`src/hw/rtl/jsu_pkg.sv`:
```
package jsu_pkg;

    typedef enum logic [2:0] {
        PH_IDLE,
        PH_BODY,
        PH_ESC,
        PH_QUAD,
        PH_WANT_BS,
        PH_WANT_U
    } t_phase;

    typedef enum logic [1:0] {
        KIND_BYTE = 2'd0,
        KIND_DONE = 2'd1,
        KIND_ERR  = 2'd2
    } t_kind;

    typedef enum logic [3:0] {
        ERR_NONE         = 4'd0,
        ERR_NO_QUOTE     = 4'd1,
        ERR_CONTROL      = 4'd2,
        ERR_CUT_ESCAPE   = 4'd3,
        ERR_BAD_ESCAPE   = 4'd4,
        ERR_CUT_QUAD     = 4'd5,
        ERR_BAD_HEX      = 4'd6,
        ERR_LONE_HIGH    = 4'd7,
        ERR_BAD_LOW      = 4'd8,
        ERR_STRAY_LOW    = 4'd9,
        ERR_TOO_LONG     = 4'd10,
        ERR_UNTERMINATED = 4'd11
    } t_err;

    typedef logic [3:0][7:0] t_bytes;

    typedef struct packed {
        logic [7:0] in_byte;
        logic       first;
        logic       end_of_input;
    } t_in_word;

    typedef struct packed {
        t_kind      out_kind;
        logic [7:0] out_byte;
        t_err       error_code;
        logic       last;
    } t_out_word;

    typedef struct packed {
        logic [1:0] nm1;
        t_kind      kind;
        t_err       err;
        t_bytes     bytes;
    } t_group;

    typedef struct packed {
        logic [2:0] cnt;
        t_bytes     bytes;
    } t_utf8;

    localparam logic [19:0] MAX_BYTES_RESET = 20'd65535;

    localparam logic [7:0] CH_QUOTE  = 8'h22;
    localparam logic [7:0] CH_BSLASH = 8'h5C;
    localparam logic [7:0] CH_SLASH  = 8'h2F;
    localparam logic [7:0] CH_SPACE  = 8'h20;
    localparam logic [7:0] CH_B      = 8'h62;
    localparam logic [7:0] CH_F      = 8'h66;
    localparam logic [7:0] CH_N      = 8'h6E;
    localparam logic [7:0] CH_R      = 8'h72;
    localparam logic [7:0] CH_T      = 8'h74;
    localparam logic [7:0] CH_U      = 8'h75;

    localparam logic [7:0] CTL_BS = 8'h08;
    localparam logic [7:0] CTL_FF = 8'h0C;
    localparam logic [7:0] CTL_LF = 8'h0A;
    localparam logic [7:0] CTL_CR = 8'h0D;
    localparam logic [7:0] CTL_HT = 8'h09;

    localparam logic [15:0] SURR_HI_MIN = 16'hD800;
    localparam logic [15:0] SURR_HI_MAX = 16'hDBFF;
    localparam logic [15:0] SURR_LO_MIN = 16'hDC00;
    localparam logic [15:0] SURR_LO_MAX = 16'hDFFF;
    localparam logic [10:0] SUPP_HI_BIAS = 11'h040;

    localparam logic [7:0] UTF_LEAD2 = 8'hC0;
    localparam logic [7:0] UTF_LEAD3 = 8'hE0;
    localparam logic [7:0] UTF_LEAD4 = 8'hF0;
    localparam logic [7:0] UTF_CONT  = 8'h80;

    function automatic logic [4:0] hex_decode(input logic [7:0] c);
        logic [4:0] r;
        r = '0;
        if (c >= 8'h30 && c <= 8'h39) begin
            r = {1'b1, 4'(c - 8'h30)};
        end else if (c >= 8'h61 && c <= 8'h66) begin
            r = {1'b1, 4'(c - 8'h57)};
        end else if (c >= 8'h41 && c <= 8'h46) begin
            r = {1'b1, 4'(c - 8'h37)};
        end
        return r;
    endfunction

    function automatic t_utf8 utf8_encode(input logic [20:0] cp);
        t_utf8 r;
        r = '0;
        if (cp <= 21'h7F) begin
            r.cnt      = 3'd1;
            r.bytes[0] = cp[7:0];
        end else if (cp <= 21'h7FF) begin
            r.cnt      = 3'd2;
            r.bytes[0] = UTF_LEAD2 | {3'b0, cp[10:6]};
            r.bytes[1] = UTF_CONT | {2'b0, cp[5:0]};
        end else if (cp <= 21'hFFFF) begin
            r.cnt      = 3'd3;
            r.bytes[0] = UTF_LEAD3 | {4'b0, cp[15:12]};
            r.bytes[1] = UTF_CONT | {2'b0, cp[11:6]};
            r.bytes[2] = UTF_CONT | {2'b0, cp[5:0]};
        end else begin
            r.cnt      = 3'd4;
            r.bytes[0] = UTF_LEAD4 | {5'b0, cp[20:18]};
            r.bytes[1] = UTF_CONT | {2'b0, cp[17:12]};
            r.bytes[2] = UTF_CONT | {2'b0, cp[11:6]};
            r.bytes[3] = UTF_CONT | {2'b0, cp[5:0]};
        end
        return r;
    endfunction

endpackage

```
`src/hw/rtl/jsu_front.sv`:
```
module jsu_front
    import jsu_pkg::*;
(
    input  logic        i_clk,
    input  logic        i_rst_n,
    input  logic        i_accept,
    input  t_in_word    i_word,
    input  logic        i_cfg_wr,
    input  logic [19:0] i_cfg_data,
    output logic        o_push,
    output t_group      o_group
);

    t_phase      r_phase, n_phase;
    logic [15:0] r_hex_accum, n_hex_accum;
    logic [1:0]  r_hex_count, n_hex_count;
    logic        r_hex_bad, n_hex_bad;
    logic [9:0]  r_high_bits, n_high_bits;
    logic        r_in_low_quad, n_in_low_quad;
    logic [19:0] r_bytes_out, n_bytes_out;
    logic [19:0] r_max;

    logic        emit_en;
    t_utf8       emit;
    logic        fail_en;
    t_err        fail_code;
    logic        done_en;
    logic [4:0]  hex;
    logic [15:0] quad;
    logic [7:0]  c;

    always_ff @(posedge i_clk) begin
        if (!i_rst_n) begin
            r_phase       <= PH_IDLE;
            r_hex_accum   <= '0;
            r_hex_count   <= '0;
            r_hex_bad     <= 1'b0;
            r_high_bits   <= '0;
            r_in_low_quad <= 1'b0;
            r_bytes_out   <= '0;
            r_max         <= MAX_BYTES_RESET;
        end else begin
            r_phase       <= n_phase;
            r_hex_accum   <= n_hex_accum;
            r_hex_count   <= n_hex_count;
            r_hex_bad     <= n_hex_bad;
            r_high_bits   <= n_high_bits;
            r_in_low_quad <= n_in_low_quad;
            r_bytes_out   <= n_bytes_out;
            if (i_cfg_wr) begin
                r_max <= i_cfg_data;
            end
        end
    end

    always_comb begin
        n_phase       = r_phase;
        n_hex_accum   = r_hex_accum;
        n_hex_count   = r_hex_count;
        n_hex_bad     = r_hex_bad;
        n_high_bits   = r_high_bits;
        n_in_low_quad = r_in_low_quad;
        n_bytes_out   = r_bytes_out;
        emit_en       = 1'b0;
        emit          = '0;
        fail_en       = 1'b0;
        fail_code     = ERR_NONE;
        done_en       = 1'b0;
        c             = i_word.in_byte;
        hex           = hex_decode(c);
        quad          = {r_hex_accum[11:0], hex[3:0]};
        o_push        = 1'b0;
        o_group       = '0;

        if (i_accept) begin
            if (i_word.first) begin
                n_phase = PH_IDLE;
                if (i_word.end_of_input || c != CH_QUOTE) begin
                    fail_en   = 1'b1;
                    fail_code = ERR_NO_QUOTE;
                end else begin
                    n_phase       = PH_BODY;
                    n_bytes_out   = '0;
                    n_hex_accum   = '0;
                    n_hex_count   = '0;
                    n_hex_bad     = 1'b0;
                    n_high_bits   = '0;
                    n_in_low_quad = 1'b0;
                end
            end else begin
                case (r_phase)
                    PH_BODY: begin
                        if (i_word.end_of_input) begin
                            fail_en   = 1'b1;
                            fail_code = ERR_UNTERMINATED;
                        end else if (c == CH_QUOTE) begin
                            done_en = 1'b1;
                            n_phase = PH_IDLE;
                        end else if (c < CH_SPACE) begin
                            fail_en   = 1'b1;
                            fail_code = ERR_CONTROL;
                        end else if (c == CH_BSLASH) begin
                            n_phase = PH_ESC;
                        end else begin
                            emit_en        = 1'b1;
                            emit.cnt       = 3'd1;
                            emit.bytes[0]  = c;
                        end
                    end
                    PH_ESC: begin
                        if (i_word.end_of_input) begin
                            fail_en   = 1'b1;
                            fail_code = ERR_CUT_ESCAPE;
                        end else begin
                            n_phase  = PH_BODY;
                            emit_en  = 1'b1;
                            emit.cnt = 3'd1;
                            case (c)
                                CH_QUOTE, CH_BSLASH, CH_SLASH: emit.bytes[0] = c;
                                CH_B: emit.bytes[0] = CTL_BS;
                                CH_F: emit.bytes[0] = CTL_FF;
                                CH_N: emit.bytes[0] = CTL_LF;
                                CH_R: emit.bytes[0] = CTL_CR;
                                CH_T: emit.bytes[0] = CTL_HT;
                                CH_U: begin
                                    emit_en       = 1'b0;
                                    n_phase       = PH_QUAD;
                                    n_hex_accum   = '0;
                                    n_hex_count   = '0;
                                    n_hex_bad     = 1'b0;
                                    n_in_low_quad = 1'b0;
                                end
                                default: begin
                                    emit_en   = 1'b0;
                                    fail_en   = 1'b1;
                                    fail_code = ERR_BAD_ESCAPE;
                                end
                            endcase
                        end
                    end
                    PH_QUAD: begin
                        if (i_word.end_of_input) begin
                            fail_en   = 1'b1;
                            fail_code = ERR_CUT_QUAD;
                        end else begin
                            n_hex_accum = quad;
                            n_hex_bad   = r_hex_bad | ~hex[4];
                            if (r_hex_count == 2'd3) begin
                                n_hex_count = '0;
                                if (n_hex_bad) begin
                                    fail_en   = 1'b1;
                                    fail_code = ERR_BAD_HEX;
                                end else if (r_in_low_quad) begin
                                    if (quad < SURR_LO_MIN || quad > SURR_LO_MAX) begin
                                        fail_en   = 1'b1;
                                        fail_code = ERR_BAD_LOW;
                                    end else begin
                                        n_phase = PH_BODY;
                                        emit_en = 1'b1;
                                        emit    = utf8_encode(
                                            {11'(r_high_bits) + SUPP_HI_BIAS, quad[9:0]});
                                    end
                                end else if (quad >= SURR_HI_MIN && quad <= SURR_HI_MAX) begin
                                    n_high_bits = quad[9:0];
                                    n_phase     = PH_WANT_BS;
                                end else if (quad >= SURR_LO_MIN && quad <= SURR_LO_MAX) begin
                                    fail_en   = 1'b1;
                                    fail_code = ERR_STRAY_LOW;
                                end else begin
                                    n_phase = PH_BODY;
                                    emit_en = 1'b1;
                                    emit    = utf8_encode({5'b0, quad});
                                end
                            end else begin
                                n_hex_count = r_hex_count + 2'd1;
                            end
                        end
                    end
                    PH_WANT_BS: begin
                        if (i_word.end_of_input || c != CH_BSLASH) begin
                            fail_en   = 1'b1;
                            fail_code = ERR_LONE_HIGH;
                        end else begin
                            n_phase = PH_WANT_U;
                        end
                    end
                    PH_WANT_U: begin
                        if (i_word.end_of_input || c != CH_U) begin
                            fail_en   = 1'b1;
                            fail_code = ERR_LONE_HIGH;
                        end else begin
                            n_phase       = PH_QUAD;
                            n_hex_accum   = '0;
                            n_hex_count   = '0;
                            n_hex_bad     = 1'b0;
                            n_in_low_quad = 1'b1;
                        end
                    end
                    default: begin
                    end
                endcase
            end

            if (emit_en) begin
                if ({1'b0, r_bytes_out} + 21'(emit.cnt) > {1'b0, r_max}) begin
                    fail_en   = 1'b1;
                    fail_code = ERR_TOO_LONG;
                end else begin
                    o_push        = 1'b1;
                    o_group.kind  = KIND_BYTE;
                    o_group.nm1   = 2'(emit.cnt - 3'd1);
                    o_group.bytes = emit.bytes;
                    n_bytes_out   = r_bytes_out + 20'(emit.cnt);
                end
            end
            if (done_en) begin
                o_push       = 1'b1;
                o_group.kind = KIND_DONE;
            end
            if (fail_en) begin
                o_push       = 1'b1;
                o_group      = '0;
                o_group.kind = KIND_ERR;
                o_group.err  = fail_code;
                n_phase      = PH_IDLE;
            end
        end
    end

`ifndef NO_ASSERTIONS
    a_err_group_single: assert property (@(posedge i_clk) disable iff (!i_rst_n)
        o_push && o_group.kind == KIND_ERR |-> o_group.nm1 == 2'd0 && o_group.err != ERR_NONE)
        else $error("error group is not a single coded result");
    a_push_needs_accept: assert property (@(posedge i_clk) disable iff (!i_rst_n)
        o_push |-> i_accept)
        else $error("group pushed without an accepted word");
    a_idle_after_fail: assert property (@(posedge i_clk) disable iff (!i_rst_n)
        o_push && o_group.kind != KIND_BYTE |=> r_phase == PH_IDLE)
        else $error("decoder not idle after closing quote or error");
`endif

endmodule

```
`src/hw/rtl/jsu_queue.sv`:
```
module jsu_queue
    import jsu_pkg::*;
#(
    parameter int unsigned DEPTH = 4
) (
    input  logic   i_clk,
    input  logic   i_rst_n,
    input  logic   i_push,
    input  t_group i_data,
    input  logic   i_pop,
    output logic   o_full,
    output logic   o_nonempty,
    output t_group o_head
);

    localparam int unsigned PW = $clog2(DEPTH);
    localparam int unsigned CW = $clog2(DEPTH + 1);

    t_group          r_slot [DEPTH];
    logic [PW-1:0]   r_wr_ptr, r_rd_ptr;
    logic [CW-1:0]   r_count;
    logic            do_push, do_pop;

    assign o_full     = (r_count == CW'(DEPTH));
    assign o_nonempty = (r_count != '0);
    assign o_head     = r_slot[r_rd_ptr];
    assign do_push    = i_push && !o_full;
    assign do_pop     = i_pop && o_nonempty;

    always_ff @(posedge i_clk) begin
        if (do_push) begin
            r_slot[r_wr_ptr] <= i_data;
        end
    end

    always_ff @(posedge i_clk) begin
        if (!i_rst_n) begin
            r_wr_ptr <= '0;
            r_rd_ptr <= '0;
            r_count  <= '0;
        end else begin
            if (do_push) begin
                r_wr_ptr <= (r_wr_ptr == PW'(DEPTH - 1)) ? '0 : r_wr_ptr + PW'(1);
            end
            if (do_pop) begin
                r_rd_ptr <= (r_rd_ptr == PW'(DEPTH - 1)) ? '0 : r_rd_ptr + PW'(1);
            end
            case ({do_push, do_pop})
                2'b10:   r_count <= r_count + CW'(1);
                2'b01:   r_count <= r_count - CW'(1);
                default: r_count <= r_count;
            endcase
        end
    end

`ifndef NO_ASSERTIONS
    a_no_push_full: assert property (@(posedge i_clk) disable iff (!i_rst_n)
        o_full |-> !i_push)
        else $error("push into full queue");
    a_no_pop_empty: assert property (@(posedge i_clk) disable iff (!i_rst_n)
        !o_nonempty |-> !i_pop)
        else $error("pop from empty queue");
`endif

endmodule

```
`src/hw/rtl/jsu_back.sv`:
```
module jsu_back
    import jsu_pkg::*;
(
    input  logic      i_clk,
    input  logic      i_rst_n,
    input  logic      i_nonempty,
    input  t_group    i_head,
    output logic      o_pop,
    input  logic      i_stall,
    output logic      o_valid,
    output t_out_word o_word
);

    logic      r_valid;
    t_out_word r_word, n_word;
    logic [1:0] r_idx;
    logic      load;
    logic      at_end;

    assign load   = !r_valid || !i_stall;
    assign at_end = (r_idx == i_head.nm1);
    assign o_pop  = load && i_nonempty && at_end;
    assign o_valid = r_valid;
    assign o_word  = r_word;

    always_comb begin
        n_word            = '0;
        n_word.out_kind   = i_head.kind;
        n_word.out_byte   = (i_head.kind == KIND_BYTE) ? i_head.bytes[r_idx] : 8'd0;
        n_word.error_code = i_head.err;
        n_word.last       = at_end;
    end

    always_ff @(posedge i_clk) begin
        if (load && i_nonempty) begin
            r_word <= n_word;
        end
    end

    always_ff @(posedge i_clk) begin
        if (!i_rst_n) begin
            r_valid <= 1'b0;
            r_idx   <= '0;
        end else if (load) begin
            r_valid <= i_nonempty;
            if (i_nonempty) begin
                r_idx <= at_end ? 2'd0 : r_idx + 2'd1;
            end
        end
    end

`ifndef NO_ASSERTIONS
    a_single_closes: assert property (@(posedge i_clk) disable iff (!i_rst_n)
        r_valid && r_word.out_kind != KIND_BYTE |-> r_word.last)
        else $error("finish or error result not marked last");
    a_idx_bounded: assert property (@(posedge i_clk) disable iff (!i_rst_n)
        i_nonempty |-> r_idx <= i_head.nm1)
        else $error("byte index beyond group");
`endif

endmodule

```
`src/hw/rtl/json_string_unescaper_top.sv`:
```
// JSON string unescaper.
// Input channel: one word per byte of text (i_in_word) with i_in_valid;
// the block drives o_in_stall. A word with first set must carry the
// opening quote; end_of_input marks the end of the text.
// Output channel: o_out_valid with o_out_word (kind, byte, error code,
// last); the receiver drives i_out_stall. A word moves at an edge where
// valid is high and stall is low.
// Config: i_cfg_valid/o_cfg_ready write the string length limit (reset 65535);
// write it only while the block is idle.
// Throughput: one input byte per cycle while results flow. A \u escape
// may give up to four output words, one per unstalled cycle, as input continues
// into a QUEUE_DEPTH-entry group queue; o_in_stall rises when it fills.
// An accepted byte's group is written into the queue, then its first result is loaded into the output register.
// Stalling the output holds the output register and then fills the queue.
// Reset (synchronous, active low) empties the queue and output register
// and leaves the decoder idle, waiting for a word with first set.
module json_string_unescaper_top
    import jsu_pkg::*;
#(
    parameter int unsigned QUEUE_DEPTH = 4
) (
    input  logic        i_clk,
    input  logic        i_rst_n,
    input  logic        i_in_valid,
    output logic        o_in_stall,
    input  t_in_word    i_in_word,
    output logic        o_out_valid,
    input  logic        i_out_stall,
    output t_out_word   o_out_word,
    input  logic        i_cfg_valid,
    output logic        o_cfg_ready,
    input  logic [19:0] i_cfg_data
);

    logic   accept;
    logic   push;
    t_group push_group;
    logic   q_full;
    logic   q_nonempty;
    t_group q_head;
    logic   pop;

    assign o_cfg_ready = 1'b1;
    assign o_in_stall  = q_full;
    assign accept      = i_in_valid && !q_full;

    jsu_front u_front (
        .i_clk      (i_clk),
        .i_rst_n    (i_rst_n),
        .i_accept   (accept),
        .i_word     (i_in_word),
        .i_cfg_wr   (i_cfg_valid && o_cfg_ready),
        .i_cfg_data (i_cfg_data),
        .o_push     (push),
        .o_group    (push_group)
    );

    jsu_queue #(
        .DEPTH (QUEUE_DEPTH)
    ) u_queue (
        .i_clk      (i_clk),
        .i_rst_n    (i_rst_n),
        .i_push     (push),
        .i_data     (push_group),
        .i_pop      (pop),
        .o_full     (q_full),
        .o_nonempty (q_nonempty),
        .o_head     (q_head)
    );

    jsu_back u_back (
        .i_clk      (i_clk),
        .i_rst_n    (i_rst_n),
        .i_nonempty (q_nonempty),
        .i_head     (q_head),
        .o_pop      (pop),
        .i_stall    (i_out_stall),
        .o_valid    (o_out_valid),
        .o_word     (o_out_word)
    );

endmodule

```
`config.mk`:
```
export PLATFORM = sky130hd
export DESIGN_NAME = json_string_unescaper_top
export DESIGN_NICKNAME = d
export VERILOG_FILES = /design/src/hw/rtl/jsu_pkg.sv /design/src/hw/rtl/jsu_front.sv /design/src/hw/rtl/jsu_queue.sv /design/src/hw/rtl/jsu_back.sv /design/src/hw/rtl/json_string_unescaper_top.sv
export SDC_FILE = /design/constraint.sdc
export NUM_CORES = 1
export LEC_CHECK = 0
export ABC_AREA = 1
export BUFFER_PORTS_ARGS = -buffer_cell sky130_fd_sc_hd__buf_2
export CELL_PAD_IN_SITES_DETAIL_PLACEMENT = 2
export CELL_PAD_IN_SITES_GLOBAL_PLACEMENT = 2
export CORE_MARGIN = 3
export CORE_UTILIZATION = 39
export CTS_BUF_LIST = sky130_fd_sc_hd__clkbuf_8 sky130_fd_sc_hd__clkbuf_16
export CTS_CLUSTER_DIAMETER = 100
export DETAILED_ROUTE_END_ITERATION = 7
export PLACE_DENSITY_LB_ADDON = 0.15
export SLEW_MARGIN = 10
export SYNTH_ARGS = -nofsm -noshare
export SYNTH_HDL_FRONTEND = slang
export SYNTH_SLANG_ARGS = --single-unit
```
`constraint.sdc`:
```
create_clock -name i_clk -period 7.6 [get_ports i_clk]
set_input_delay 0.76 -clock i_clk [delete_from_list [all_inputs] [get_ports i_clk]]
set_output_delay 0.76 -clock i_clk [all_outputs]
set_load 0.01 [all_outputs]
```
==> impl.org <==
** Synthesis
- Sequential element share of the synthesized area :: 50.7%
- Count of mapped cells out of synthesis :: 1484
- Share of async-settable or async-resettable flops after synthesis :: 0%
- Counting flops and latches in the post-synthesis netlist gives 244.
- Cell area after synthesis :: around 13000 sq um
- By count the netlist is led by sky130_fd_sc_hd__nor2_1, sky130_fd_sc_hd__nand2_1, sky130_fd_sc_hd__edfxtp_1.
- Dominant cell by count in the synthesized netlist :: sky130_fd_sc_hd__nor2_1
- Mapped Nets :: between 1500 and 2000
- Yosys mapped the design onto 49 distinct sky130hd cell types.
- The Yosys step of the flow raised 0 warnings.
- By area the synthesized netlist is led by sky130_fd_sc_hd__edfxtp_1, sky130_fd_sc_hd__dfxtp_1, sky130_fd_sc_hd__o21ai_0.
- Mean instance size in the synthesized netlist :: just under 9 sq um
- Top-area cell type share of the netlist area :: roughly two fifths
- Most common flop cell mapped by yosys :: sky130_fd_sc_hd__edfxtp_1
- Synth area leader :: sky130_fd_sc_hd__edfxtp_1
- The synthesized design contains about 160 enable-type register cells.

** Routing
- In this run the remaining antenna-violating nets after routing total 0.
- For this run, design rule violations remaining after detail routing come to 0.
- Vias per std cell :: a little under 6
- After detailed routing, the average wire length per cell comes to roughly 24 microns.
- For this block, the via count after detailed routing is approximately 12000.
- Total wire length :: ~49000 microns
- First drt pass iteration count :: 5
- Initial DRC count :: approximately 830

** Floorplanning
- Y dimension of the die :: 187 microns
- The floorplan step defined a core boundary enclosing around 32000 sq um.
- Number of rows created at floorplan :: 65
- # IOs :: 53
- The die covers 35100 sq um.
- The die is ~190 microns wide.
- Initial Utilization :: ~40%

** STA
- Final Max Tran Viols :: 0
- For the final database, setup skew stands at 13.3 ps.
- Final hold violation count :: 0
- Setup repair after global routing missed its margin :: true
- Final min period :: roughly 7000 ps
- Highest achievable clock rate :: 141 MHz
- After routing, the total negative slack on setup checks comes to 0 ps.
- Ratio of final minimum period to clock period :: between 90% and 100%
- In this run the tightest slew margin relative to its limit is ~40%.
- At the pin with the least slew margin, the transition time is 904 ps.
- Setup violations remaining at the end of the flow were counted as 0.

** Placed design
- HPWL Detailed :: roughly 34000 microns
- Final Wtd Congestion :: 0.922
- Count of buffers from port buffering :: about 50

** Worst setup path
- Startpoint of the lowest-slack register-to-register path :: u_front.r_high_bits[6]
- The worst setup path is launched from a primary input.
- The largest individual stage delay along the critical path comes from the cell sky130_fd_sc_hd__nor2_1.
- Worst-case reg-to-reg path depth :: 39
- Most used cell, CP :: sky130_fd_sc_hd__nand2_1
- Kind of end point of the critical path :: flop
- FF-to-FF setup slack :: between 700 and 800 ps
- STA puts the critical path data arrival time at 7430 ps.
- Required time at the worst-slack endpoint :: between 7000 and 8000 ps
- The endpoint identified for the worst register-to-register timing path is u_queue.r_slot[2][28].
- Crit path largest cell delay :: ~430 ps
- In this run the worst path has a maximum fanout of 8.
- The worst setup path is of the in -> reg kind.

** Hold path
- The worst hold path terminates at u_front.r_max[8].
- Launch point of the worst hold path :: i_cfg_data[8]
- HP Class :: in -> reg
- Cells on Worst Hold Path :: 3

** Pwr
- Share of power burned in combinational logic :: a little over a quarter
- Reg power frac :: ~41%
- Internal power component :: around 2.6 mW
- Share of total power in the clock network :: 32.8%
- The analysis attributes to net switching a power of 1.43 mW.
- Net switching is 35.6% of the power.
- Power per cell area :: approximately 280 nW/um^2
- IR analysis of the VDD net gives a maximum drop of approximately 180 uV.
- Leak :: between 5 and 6 nW
- Power, Total :: roughly 4 mW

** Clock tree
- The clock passes through at most 3 buffers.
- Counting the buffers created by CTS gives 29.
- Counting every sink on the clock net gives between 200 and 250.
- Cts hold-fix bufs :: 0
- The number of setup buffers added after CTS is 0.
- In this run the number of H-tree levels came out at 1.
- TritonCTS built the clock tree.
- For the worst-skew pair, the clock arrives at the later sink with an insertion delay of 570 ps.
- Clk root buf :: sky130_fd_sc_hd__clkbuf_16
- After clock tree synthesis, the clock-pin slew on the worst setup and hold paths is ~60 ps.

** Global route
- The via count of the first global-routing pass was about 12000.
- Global router's overall resource usage :: approximately 27%
- Wire length of the first global-routing pass :: roughly 76000 microns
- Largest net degree at the start of global routing :: 76
- The number of antenna violations at the first check in global routing is 0.
- Global-route congestion overflow total :: 0

** Final layout
- Compared with the post-synthesis result, the final layout area differs by 13.5%.
- Layout Utilization :: roughly 46%
- Of the cells placed in the final design, the portion with a size suffix greater than 1 is a little over an eighth.
- The final layout contains 1600 nets.
- ANT cells :: 0

** Run
- Max-cap check violation count :: 0

** Outcome
- Run status :: completed
==> timing repair <==
item | in CTS | in global routing
hold endpoints to repair | 0 | 0
endpoints found under the setup margin | 0 | 105
gates resized for setup | 0 | 21
==> registers in the layout, indices dropped and copies added (netlist names), 3 cells and up, named ones only <==
signal,cells
u_front.r_phase,3
u_queue.r_slot,148
u_front.r_high_bits,10
u_front.r_bytes_out,20
u_front.r_hex_accum,12
u_queue.r_count,3
u_back.o_word,15
u_front.r_max,20
==> logic make-up (layout without fill, tap and decap cells) <==
group	count (synthesis)	in the layout	share of synthesized area, %
XOR/XNOR	18	18	1.23
adder cells (fa/ha/maj)	38	38	3.82
buffers and inverters	231	296	6.96
flip-flops	244	244	50.7
AND/OR/NAND/NOR	566	566	20.1
AO/OA/AOI/OAI	386	386	17.1
other	1	1	0.0292
==> worst max-delay path, delay by kind of cell <==
family	cells	cell delay [ps]
adders and majority gates	4	1120
and+or+nand+nor	31	4320
AOI/OAI and AO/OA	2	350
buffers and inverters	6	590
xor gates and xnor gates	1	240
==> per-stage QoR <==
stage	cells	hold slack [ps]	setup WS (ps)	instance area (sq um)
after floorplan	1484	435	1470	12800
after global placement	1931	459	234	13600
after detailed placement	1931	463	-238	13600
after CTS	1984	389	358	14500
after global routing	1984	404	-33.5	14600
final	1984	403	486	14600
==> cell type report <==
cell class	count	area, sq um
Tap cell	435	544
Multi-Input combinational cell	1009	5560
Timing Repair Buffer	74	428
Inverter	169	634
Sequential cell	244	6520
Fill cell	3473	17400
Clock buffer	29	726
Clock inverter	24	163
==> cell usage in the layout (no fill, tap or decap), types with 32 or more instances in the layout <==
cell                       instances
sky130_fd_sc_hd__nand4_1          32
sky130_fd_sc_hd__nand3_1          75
sky130_fd_sc_hd__inv_1           153
sky130_fd_sc_hd__o22ai_1          38
sky130_fd_sc_hd__nand2_1         188
sky130_fd_sc_hd__buf_2            51
sky130_fd_sc_hd__nor2_1          182
sky130_fd_sc_hd__o21ai_0         154
sky130_fd_sc_hd__dfxtp_1          80
sky130_fd_sc_hd__a21oi_1         101
sky130_fd_sc_hd__edfxtp_1        163
sky130_fd_sc_hd__ha_1             36
==> routing by layer <==
metal	share of wire [%]	vias up	track usage, %
met5	0	-	0
met4	3.2	0	8.34
met3	3.8	97	3.13
met2	48	266	46.1
met1	45	5889	37.4
li1	-	5282	-
==> how the worst max path moves through the flow <==
stage / startpoint / to / slack (ps) / cells past startpoint
2_1_floorplan: i_in_word[2] / u_queue.r_slot[0][19] / 1470 / 44
3_3_place_gp: i_in_word[2] / u_queue.r_slot[3][24] / 230 / 44
3_5_place_dp: i_in_word[2] / u_queue.r_slot[2][17] / -240 / 44
4_1_cts: i_in_word[2] / u_queue.r_slot[0][17] / 360 / 44
5_1_grt: i_in_word[2] / u_queue.r_slot[3][2] / -30 / 44
6_report: i_in_word[2] / u_queue.r_slot[2][28] / 490 / 44
==> power by group through the flow <==
stage	Clock, mW	Combinational [mW]	Sequential, mW
final	1.31	1.05	1.65
after floorplan	0	0.536	1.64
after global placement	0	0.959	1.66
after CTS	1.34	1.05	1.65
after detailed placement	0	1.02	1.68
after global routing	1.40	1.17	1.66
No activity file was read; power rests on OpenSTA's default activity.
